`src/hw/rtl/dda_pkg.sv`:
```
// Shared constants and codes of the DDA line pixel generator.
package dda_pkg;

	localparam int COORD_BITS_DEF = 12;
	localparam int FRAC_BITS_DEF  = 16;

	localparam int OFS_W        = 27;
	localparam int COLOR_W      = 32;
	localparam int ROW_BYTES_W  = 15;
	localparam int PIXEL_BITS_W = 6;
	localparam int CFG_W        = 15;
	localparam int CFG_IDX_W    = 1;

	localparam logic [ROW_BYTES_W-1:0]  ROW_BYTES_RST  = 15'd4096;
	localparam logic [PIXEL_BITS_W-1:0] PIXEL_BITS_RST = 6'd32;

	localparam logic [7:0] ALPHA_OPAQUE  = 8'hFF;
	localparam int         BITS_PER_BYTE = 8;

	localparam logic CMD_LOAD = 1'b0;
	localparam logic CMD_STEP = 1'b1;

	localparam logic [CFG_IDX_W-1:0] REG_ROW_BYTES  = 1'b0;
	localparam logic [CFG_IDX_W-1:0] REG_PIXEL_BITS = 1'b1;

endpackage

```
`src/hw/rtl/dda_line_solver.sv`:
```
// Line setup: step count by iterative square root and step sizes by long division.
module dda_line_solver
	import dda_pkg::*;
#(
	parameter int COORD_BITS = COORD_BITS_DEF,
	parameter int FRAC_BITS  = FRAC_BITS_DEF,
	localparam int CNT_W     = COORD_BITS + 1,
	localparam int STEP_W    = FRAC_BITS + 2
) (
	input  logic                     clk,
	input  logic                     arst_n,
	input  logic                     start,
	input  logic signed [CNT_W-1:0]  dx,
	input  logic signed [CNT_W-1:0]  dy,
	output logic                     done,
	output logic [CNT_W-1:0]         cnt,
	output logic signed [STEP_W-1:0] step_x,
	output logic signed [STEP_W-1:0] step_y
);

	localparam int RAD_W = 2 * COORD_BITS + 2;
	localparam int NUM_W = COORD_BITS + FRAC_BITS + 2;
	localparam int SUB_W = COORD_BITS + 4;
	localparam int IT_W  = $clog2(NUM_W + 1);

	typedef enum logic [3:0] {
		S_IDLE,
		S_SQ_X,
		S_SQ_Y,
		S_ROOT,
		S_SETUP_X,
		S_DIV_X,
		S_SETUP_Y,
		S_DIV_Y,
		S_FINISH
	} state_t;

	state_t                    state_q;
	logic signed [CNT_W-1:0]   dx_q;
	logic signed [CNT_W-1:0]   dy_q;
	logic [RAD_W-1:0]          rad_q;
	logic [SUB_W-1:0]          rem_q;
	logic [CNT_W-1:0]          root_q;
	logic [NUM_W-1:0]          num_q;
	logic [STEP_W-1:0]         quo_q;
	logic [IT_W-1:0]           it_q;
	logic signed [STEP_W-1:0]  step_x_q;

	logic signed [CNT_W-1:0]   mul_op;
	logic signed [2*CNT_W-1:0] prod;
	logic [SUB_W-1:0]          sqrt_shift;
	logic [SUB_W-1:0]          sqrt_trial;
	logic [SUB_W-1:0]          div_shift;
	logic [SUB_W-1:0]          div_dvsr;
	logic [SUB_W-1:0]          sub_a;
	logic [SUB_W-1:0]          sub_b;
	logic [SUB_W:0]            diff;
	logic                      fits;
	logic [CNT_W-1:0]          root_nxt;
	logic [CNT_W-1:0]          abs_x;
	logic [CNT_W-1:0]          abs_y;
	logic [NUM_W-1:0]          num_init_x;
	logic [NUM_W-1:0]          num_init_y;
	logic [STEP_W-1:0]         quo_signed_x;
	logic [STEP_W-1:0]         quo_signed_y;
	logic                      root_last;
	logic                      div_last;

	// One multiplier forms both squares in turn.
	assign mul_op = (state_q == S_SQ_Y) ? dy_q : dx_q;
	assign prod   = mul_op * mul_op;

	// One subtractor serves the root digits and the quotient bits.
	assign sqrt_shift = {rem_q[SUB_W-3:0], rad_q[RAD_W-1 -: 2]};
	assign sqrt_trial = SUB_W'({root_q, 2'b01});
	assign div_shift  = {rem_q[SUB_W-2:0], num_q[NUM_W-1]};
	assign div_dvsr   = SUB_W'({root_q, 1'b0});
	assign sub_a      = (state_q == S_ROOT) ? sqrt_shift : div_shift;
	assign sub_b      = (state_q == S_ROOT) ? sqrt_trial : div_dvsr;
	assign diff       = {1'b0, sub_a} - {1'b0, sub_b};
	assign fits       = !diff[SUB_W];
	assign root_nxt   = {root_q[CNT_W-2:0], fits};

	assign abs_x      = dx_q[CNT_W-1] ? (~dx_q + 1'b1) : dx_q;
	assign abs_y      = dy_q[CNT_W-1] ? (~dy_q + 1'b1) : dy_q;
	assign num_init_x = (NUM_W'(abs_x) << (FRAC_BITS + 1)) + NUM_W'(root_q);
	assign num_init_y = (NUM_W'(abs_y) << (FRAC_BITS + 1)) + NUM_W'(root_q);

	assign quo_signed_x = dx_q[CNT_W-1] ? (~quo_q + 1'b1) : quo_q;
	assign quo_signed_y = dy_q[CNT_W-1] ? (~quo_q + 1'b1) : quo_q;

	assign root_last = (it_q == IT_W'(CNT_W - 1));
	assign div_last  = (it_q == IT_W'(NUM_W - 1));

	always_ff @(posedge clk or negedge arst_n) begin
		if (!arst_n) begin
			state_q  <= S_IDLE;
			dx_q     <= '0;
			dy_q     <= '0;
			rad_q    <= '0;
			rem_q    <= '0;
			root_q   <= '0;
			num_q    <= '0;
			quo_q    <= '0;
			it_q     <= '0;
			step_x_q <= '0;
		end else begin
			unique case (state_q)
				S_IDLE: begin
					if (start) begin
						dx_q    <= dx;
						dy_q    <= dy;
						state_q <= S_SQ_X;
					end
				end
				S_SQ_X: begin
					rad_q   <= $unsigned(prod);
					state_q <= S_SQ_Y;
				end
				S_SQ_Y: begin
					rad_q   <= rad_q + $unsigned(prod);
					rem_q   <= '0;
					root_q  <= '0;
					it_q    <= '0;
					state_q <= S_ROOT;
				end
				S_ROOT: begin
					rad_q  <= rad_q << 2;
					rem_q  <= fits ? diff[SUB_W-1:0] : sqrt_shift;
					root_q <= root_nxt;
					it_q   <= it_q + 1'b1;
					if (root_last) begin
						if (root_nxt == '0) begin
							step_x_q <= '0;
							quo_q    <= '0;
							state_q  <= S_FINISH;
						end else begin
							state_q <= S_SETUP_X;
						end
					end
				end
				S_SETUP_X: begin
					num_q   <= num_init_x;
					rem_q   <= '0;
					quo_q   <= '0;
					it_q    <= '0;
					state_q <= S_DIV_X;
				end
				S_DIV_X: begin
					num_q <= num_q << 1;
					rem_q <= fits ? diff[SUB_W-1:0] : div_shift;
					quo_q <= {quo_q[STEP_W-2:0], fits};
					it_q  <= it_q + 1'b1;
					if (div_last) begin
						state_q <= S_SETUP_Y;
					end
				end
				S_SETUP_Y: begin
					step_x_q <= quo_signed_x;
					num_q    <= num_init_y;
					rem_q    <= '0;
					quo_q    <= '0;
					it_q     <= '0;
					state_q  <= S_DIV_Y;
				end
				S_DIV_Y: begin
					num_q <= num_q << 1;
					rem_q <= fits ? diff[SUB_W-1:0] : div_shift;
					quo_q <= {quo_q[STEP_W-2:0], fits};
					it_q  <= it_q + 1'b1;
					if (div_last) begin
						state_q <= S_FINISH;
					end
				end
				S_FINISH: begin
					state_q <= S_IDLE;
				end
				default: begin
					state_q <= S_IDLE;
				end
			endcase
		end
	end

	assign done   = (state_q == S_FINISH);
	assign cnt    = root_q;
	assign step_x = step_x_q;
	assign step_y = quo_signed_y;

endmodule

```
`src/hw/rtl/dda_line_pixel_generator.sv`:
```
// Top level of the DDA line pixel generator: command intake, accumulators and pixel output.
//
//  Channel      Direction  Transfer carries
//  s_axis_*     in         one command: load a line or emit the next pixel
//  m_axis_*     out        one pixel: coordinates, byte offset, color, write enable
//  cfg_*        in         one register write, row_bytes or pixel_bits
//
//  A step command passes accept, rounding of the accumulators and offset multiply into the
//  output register before the next command is taken; the last waits while a stalled pixel
//  holds the output register. A step with no pixels left is taken without effect.
//  A load holds off the next command until the solver is done; its shared subtractor runs
//  COORD_BITS+1 root iterations and two divisions of COORD_BITS+FRAC_BITS+2 iterations
//  each; a zero-length line skips the divisions.
//  Reset restores the register defaults and clears the line state at once.
//  A pixel waiting in the output register does not block the next command transfer.
module dda_line_pixel_generator
	import dda_pkg::*;
#(
	parameter int COORD_BITS = COORD_BITS_DEF,
	parameter int FRAC_BITS  = FRAC_BITS_DEF,
	localparam int IN_DW     = ((4 * COORD_BITS + COLOR_W + 7) / 8) * 8,
	localparam int OUT_DW    = ((2 * COORD_BITS + OFS_W + COLOR_W + 1 + 7) / 8) * 8
) (
	input  logic                 clk,
	input  logic                 arst_n,
	input  logic                 s_axis_tvalid,
	output logic                 s_axis_tready,
	// Fields from bit 0: start_x, start_y, end_x, end_y, color.
	input  logic [IN_DW-1:0]     s_axis_tdata,
	// Fields from bit 0: command.
	input  logic [0:0]           s_axis_tuser,
	output logic                 m_axis_tvalid,
	input  logic                 m_axis_tready,
	// Fields from bit 0: pixel_x, pixel_y, byte_offset, color_out, write_enable.
	output logic [OUT_DW-1:0]    m_axis_tdata,
	output logic                 m_axis_tlast,
	input  logic                 cfg_we,
	input  logic [CFG_IDX_W-1:0] cfg_index,
	input  logic [CFG_W-1:0]     cfg_data
);

	localparam int CNT_W  = COORD_BITS + 1;
	localparam int STEP_W = FRAC_BITS + 2;
	localparam int ACC_W  = COORD_BITS + 1 + FRAC_BITS;
	localparam int OXW    = (COORD_BITS + 17 > OFS_W) ? COORD_BITS + 17 : OFS_W;

	typedef enum logic [1:0] {
		ST_IDLE,
		ST_LOAD_WAIT,
		ST_PIX_ROUND,
		ST_PIX_OUT
	} state_t;

	function automatic logic [COORD_BITS-1:0] round_coord(input logic [ACC_W-1:0] a);
		logic [ACC_W:0] ext;
		logic [ACC_W:0] mag;
		logic [ACC_W:0] rnd;
		ext = {a[ACC_W-1], a};
		mag = a[ACC_W-1] ? (~ext + 1'b1) : ext;
		rnd = (mag + ((ACC_W + 1)'(1) << (FRAC_BITS - 1))) >> FRAC_BITS;
		return a[ACC_W-1] ? (~rnd[COORD_BITS-1:0] + 1'b1) : rnd[COORD_BITS-1:0];
	endfunction

	state_t                       state_q;
	logic [ROW_BYTES_W-1:0]       row_bytes_q;
	logic [PIXEL_BITS_W-1:0]      pixel_bits_q;
	logic [ACC_W-1:0]             acc_x_q;
	logic [ACC_W-1:0]             acc_y_q;
	logic signed [STEP_W-1:0]     step_x_q;
	logic signed [STEP_W-1:0]     step_y_q;
	logic [CNT_W-1:0]             remaining_q;
	logic [COLOR_W-1:0]           line_color_q;
	logic signed [COORD_BITS-1:0] px_q;
	logic signed [COORD_BITS-1:0] py_q;
	logic                         last_q;
	logic                         out_valid_q;
	logic [OUT_DW-1:0]            out_data_q;
	logic                         out_last_q;

	logic signed [COORD_BITS-1:0]   in_start_x;
	logic signed [COORD_BITS-1:0]   in_start_y;
	logic signed [COORD_BITS-1:0]   in_end_x;
	logic signed [COORD_BITS-1:0]   in_end_y;
	logic [COLOR_W-1:0]             in_color;
	logic signed [CNT_W-1:0]        in_dx;
	logic signed [CNT_W-1:0]        in_dy;
	logic                           in_xfer;
	logic                           slv_start;
	logic                           slv_done;
	logic [CNT_W-1:0]               slv_cnt;
	logic signed [STEP_W-1:0]       slv_step_x;
	logic signed [STEP_W-1:0]       slv_step_y;
	logic [2:0]                     stride;
	logic signed [COORD_BITS+15:0]  prod_y;
	logic signed [COORD_BITS+3:0]   prod_x;
	logic signed [OXW-1:0]          ofs_wide;
	logic                           write_en;
	logic                           out_load;

	assign in_start_x = s_axis_tdata[0*COORD_BITS +: COORD_BITS];
	assign in_start_y = s_axis_tdata[1*COORD_BITS +: COORD_BITS];
	assign in_end_x   = s_axis_tdata[2*COORD_BITS +: COORD_BITS];
	assign in_end_y   = s_axis_tdata[3*COORD_BITS +: COORD_BITS];
	assign in_color   = s_axis_tdata[4*COORD_BITS +: COLOR_W];
	assign in_dx      = CNT_W'(in_end_x) - CNT_W'(in_start_x);
	assign in_dy      = CNT_W'(in_end_y) - CNT_W'(in_start_y);

	assign s_axis_tready = (state_q == ST_IDLE);
	assign in_xfer       = s_axis_tvalid && s_axis_tready;
	assign slv_start     = in_xfer && (s_axis_tuser[0] == CMD_LOAD);

	dda_line_solver #(
		.COORD_BITS(COORD_BITS),
		.FRAC_BITS (FRAC_BITS)
	) u_solver (
		.clk   (clk),
		.arst_n(arst_n),
		.start (slv_start),
		.dx    (in_dx),
		.dy    (in_dy),
		.done  (slv_done),
		.cnt   (slv_cnt),
		.step_x(slv_step_x),
		.step_y(slv_step_y)
	);

	assign stride   = 3'(pixel_bits_q / BITS_PER_BYTE);
	assign prod_y   = py_q * $signed({1'b0, row_bytes_q});
	assign prod_x   = px_q * $signed({1'b0, stride});
	assign ofs_wide = OXW'(prod_y) + OXW'(prod_x);
	assign write_en = (line_color_q[COLOR_W-1 -: 8] != ALPHA_OPAQUE);
	assign out_load = (state_q == ST_PIX_OUT) && (!out_valid_q || m_axis_tready);

	always_ff @(posedge clk or negedge arst_n) begin
		if (!arst_n) begin
			state_q      <= ST_IDLE;
			row_bytes_q  <= ROW_BYTES_RST;
			pixel_bits_q <= PIXEL_BITS_RST;
			acc_x_q      <= '0;
			acc_y_q      <= '0;
			step_x_q     <= '0;
			step_y_q     <= '0;
			remaining_q  <= '0;
			line_color_q <= '0;
			px_q         <= '0;
			py_q         <= '0;
			last_q       <= 1'b0;
			out_valid_q  <= 1'b0;
			out_data_q   <= '0;
			out_last_q   <= 1'b0;
		end else begin
			if (cfg_we) begin
				unique case (cfg_index)
					REG_ROW_BYTES:  row_bytes_q  <= cfg_data[ROW_BYTES_W-1:0];
					REG_PIXEL_BITS: pixel_bits_q <= cfg_data[PIXEL_BITS_W-1:0];
				endcase
			end
			if (out_load) begin
				out_valid_q <= 1'b1;
			end else if (m_axis_tready) begin
				out_valid_q <= 1'b0;
			end
			unique case (state_q)
				ST_IDLE: begin
					if (in_xfer) begin
						if (s_axis_tuser[0] == CMD_LOAD) begin
							acc_x_q      <= {in_start_x[COORD_BITS-1], in_start_x,
								{FRAC_BITS{1'b0}}};
							acc_y_q      <= {in_start_y[COORD_BITS-1], in_start_y,
								{FRAC_BITS{1'b0}}};
							line_color_q <= in_color;
							state_q      <= ST_LOAD_WAIT;
						end else if (remaining_q != '0) begin
							state_q <= ST_PIX_ROUND;
						end
					end
				end
				ST_LOAD_WAIT: begin
					if (slv_done) begin
						remaining_q <= slv_cnt;
						step_x_q    <= slv_step_x;
						step_y_q    <= slv_step_y;
						state_q     <= ST_IDLE;
					end
				end
				ST_PIX_ROUND: begin
					px_q        <= round_coord(acc_x_q);
					py_q        <= round_coord(acc_y_q);
					last_q      <= (remaining_q == CNT_W'(1));
					acc_x_q     <= acc_x_q + ACC_W'(step_x_q);
					acc_y_q     <= acc_y_q + ACC_W'(step_y_q);
					remaining_q <= remaining_q - 1'b1;
					state_q     <= ST_PIX_OUT;
				end
				ST_PIX_OUT: begin
					if (out_load) begin
						out_data_q <= OUT_DW'({write_en, line_color_q,
							ofs_wide[OFS_W-1:0], py_q, px_q});
						out_last_q <= last_q;
						state_q    <= ST_IDLE;
					end
				end
				default: begin
					state_q <= ST_IDLE;
				end
			endcase
		end
	end

	assign m_axis_tvalid = out_valid_q;
	assign m_axis_tdata  = out_data_q;
	assign m_axis_tlast  = out_last_q;

endmodule

```
`config.mk`:
```
export PLATFORM = sky130hd
export DESIGN_NAME = dda_line_pixel_generator
export DESIGN_NICKNAME = d
export VERILOG_FILES = /design/src/hw/rtl/dda_pkg.sv /design/src/hw/rtl/dda_line_solver.sv /design/src/hw/rtl/dda_line_pixel_generator.sv
export SDC_FILE = /design/constraint.sdc
export NUM_CORES = 2
export LEC_CHECK = 0
export BUFFER_PORTS_ARGS = -buffer_cell sky130_fd_sc_hd__buf_2
export CAP_MARGIN = 20
export CORE_ASPECT_RATIO = 1.25
export CORE_MARGIN = 1.5
export CORE_UTILIZATION = 45
export CTS_BUF_LIST = sky130_fd_sc_hd__clkbuf_2 sky130_fd_sc_hd__clkbuf_4 sky130_fd_sc_hd__clkbuf_8
export DETAILED_ROUTE_END_ITERATION = 12
export GPL_TIMING_DRIVEN = 0
export MAX_ROUTING_LAYER = met4
export PLACE_DENSITY = 0.6
export SLEW_MARGIN = 30
export SYNTH_ARGS = -nofsm -noshare
export SYNTH_HDL_FRONTEND = slang
export SYNTH_SLANG_ARGS = --single-unit
```
`constraint.sdc`:
```
create_clock -name clk -period 7.99 [get_ports clk]
set_clock_uncertainty 0.15 [all_clocks]
set_input_delay 0.799 -clock clk [delete_from_list [all_inputs] [get_ports clk]]
set_output_delay 0.799 -clock clk [all_outputs]
set_load 0.03 [all_outputs]
```
==> reports/metrics.csv <==
metric,value,unit
number of synthesized flops with an enable pin,0,
CP peak stage delay,570,ps
Worst-Margin Slew,964,ps
CP bufs+invs,7,
Num Clock Sinks,425,
post-route cell area,45700,sq um
placer congestion estimate,0.979,
DR pass1 iterations,6,
1st-iter DRT viols,1990,
Final Cycle Share,1.01,
Post-DRT Antenna Nets,0,
initial antenna violation count,20,
H-tree depth,3,
RSZ-0062 raised after global routing,yes,
Crit-path slowest cell,fa_1,
Worst Hold Class,in2reg,
clk_lat worst skew,730,ps
pre-CTS WS,-1420,ps
Port-buffer cells,188,
P&R area growth vs syn,15.7,%
ys flop type,dfrtp_1,
Worst setup EP type,register,
CP required,8470,ps
largest net degree at the start of global routing,80,
cell area after synthesis,39500,sq um
CTS tree,built,
normalized max-slew margin,0.356,
VDD IR max,0.000101,V
"FFs w/ async S/R, synth",1.00,
minimum clock period,8100,ps
final setup fails,2,
"CTS clk-pin slew, worst paths",70,ps
status,finished with violations,
die width,268,microns
fraction of layout cells with a size suffix above 1,0.131,
final worst slack,-110,ps
most frequent cells in the layout,"864 x nand2_1, 480 x inv_1, 420 x dfrtp_1, 328 x fa_1, 294 x ha_1",
fin nets,5671,
crit path DAT,8580,ps
Yosys reg bits,425,
"Max FO, Critical Path",6,
most frequent CP cell,fa_1,
MaxCap Viol Count,0,
chip height,334,microns
Vias,33600,
failing checks,negative setup slack,
mean routed wirelength per cell,20.0,microns
die area,89600,sq um
Clock Path Buffers,3,
Top Family by Delay on Critical Path,adder cells,
total core area,87100,sq um
sequential area share after synthesis,0.269,
Syn Inst Count,4552,
"most common cell after layout, fill and taps aside",nand2_1,
Top Ports,193,
Post-Route WL,124000,microns
final hold violation count,0,
Area after DPL,42200,sq um
CTS Buf Count,76,
max-slew violations,0,
Power Dens Cells,141,nW/um^2
Tot GR Track Use,0.287,
Initial Util,0.454,
global-route wire length before repair,192000,microns
vias in the first global route,34100,
CTS Root Cell,clkbuf_8,
Rows,121,
Leak,23.1,nW
HPWL reported at the end of detailed placement,97000,microns
Vias per Instance,5.45,
Fmax,0.123,GHz
total grt overflow,0,
warnings from Yosys,0,
critical path class,reg2reg,
syn_area_per_cell,8.68,sq um
drt drc,0,
Netlist cell types,88,
Startpoint Class,register,
## layer usage
| metal | vias to the layer above | track usage | routed length, microns |
|---|---|---|---|
| met5 | - | - | 0 |
| li1 | 15900 | - | - |
| met3 | 269 | 0.0358 | 6140 |
| met1 | 16500 | 0.320 | 47900 |
| met2 | 907 | 0.506 | 63500 |
| met4 | 0 | 0.137 | 6010 |
## area by class of cell
type                            instances  area, sq um
Sequential cell                       425        10600
Clock inverter                         23          250
Multi-Input combinational cell       3419        27100
Tap cell                             1168         1460
Antenna cell                           17         42.5
Buffer                                201          878
Clock buffer                          116         1430
Fill cell                            8269        41300
Inverter                              505         1970
Timing Repair Buffer                  293         1930
## state kept, by name, indices dropped and copies added, names as in the netlist, 13 cells and up
register,flops
u_solver.rem_q,15
acc_y_q,29
u_solver.dy_q,13
acc_x_q,29
remaining_q,13
u_solver.num_q,30
m_axis_tdata,84
u_solver.dx_q,13
u_solver.quo_q,18
line_color_q,32
row_bytes_q,15
step_y_q,18
u_solver.cnt,13
u_solver.step_x,18
u_solver.rad_q,26
step_x_q,18
## power by group
group          switching, mW  internal (mW)
clock                   1.03           1.29
combinational           1.00          0.649
sequential             0.164           2.31
## cell usage after synthesis, types with 11 or more instances
library cell | count | area (sq um)
a22o_1 | 50 | 438
inv_1 | 496 | 1860
a211oi_1 | 33 | 248
buf_1 | 19 | 71.3
mux2_2 | 28 | 315
xor2_1 | 96 | 841
a31oi_1 | 39 | 244
o22ai_1 | 34 | 213
a22oi_1 | 15 | 113
nor3_1 | 56 | 280
and2_1 | 110 | 688
dfrtp_1 | 423 | 10600
ha_1 | 316 | 3950
or3_1 | 31 | 194
nand3_1 | 52 | 260
and3_1 | 20 | 125
a21o_1 | 68 | 510
o211ai_1 | 18 | 135
or2_2 | 11 | 68.8
a21oi_1 | 167 | 836
o21bai_1 | 19 | 143
o21a_1 | 23 | 173
nand2b_1 | 31 | 194
nand4_1 | 27 | 169
nor4_1 | 19 | 119
fa_1 | 332 | 6650
xnor2_1 | 148 | 1300
nor2b_1 | 23 | 144
clkbuf_1 | 182 | 683
nor2_1 | 232 | 871
nand2_1 | 892 | 3350
o21ai_0 | 285 | 1430
mux2i_1 | 44 | 440
o31ai_1 | 35 | 263
## tightest hold or removal path: stages
cell	delay (ps)
buf_2	80
nand2_1	40
nand2_1	50
## timing repair
action | in CTS | in global routing
buffers inserted | 70 | 31
pin swaps | 79 | 75
gates resized for setup | 144 | 71
endpoints found under the setup margin | 14 | 12
endpoints found under the hold margin | 37 | 0
cloned | 1 | 0
hold buffers | 1 | 0
## kinds of logic (layout without fill, tap and decap cells)
kind of cell | count (synthesis) | in the layout | share of synthesized area
AOI/OAI and AO/OA | 900 | 900 | 0.146
xor gates and xnor gates | 247 | 247 | 0.0558
adders and majority gates | 649 | 649 | 0.269
buffers and inverters | 711 | 1138 | 0.0680
DFF | 425 | 425 | 0.269
muxes | 72 | 72 | 0.0191
other | 1 | 21 | 0.0000949
and+or+nand+nor | 1547 | 1547 | 0.173
## path summary, 6_finish.rpt
kind	cells after the start	slack [ps]	start	end
worst max-delay path	35	-110	u_solver.state_q[0]	u_solver.rad_q[25]
worst min-delay path	3	110	s_axis_tdata[79]	line_color_q[31]
worst max register to register	35	-110	u_solver.state_q[0]	u_solver.rad_q[25]
worst min register to register	2	320	m_axis_tdata[80]	m_axis_tdata[80]
max in group asynchronous	4	6130	arst_n	u_solver.rem_q[6]
min in group asynchronous	2	430	arst_n	m_axis_tdata[2]
## per-stage QoR
stage                     TNS [ps]  hold WS [ps]  utilization  power, mW  cells
final                         -123           112        0.525       6.44   6167
after global routing         -1520           101        0.525       6.82   6159
after CTS                     -344          49.8        0.519       6.50   6124
after detailed placement     -8380           301        0.485       4.15   5917
after global placement    -1271750           296        0.483       4.11   5911
after floorplan                  0           289            -       3.69   4555
Power figures use the tool's default switching activity.
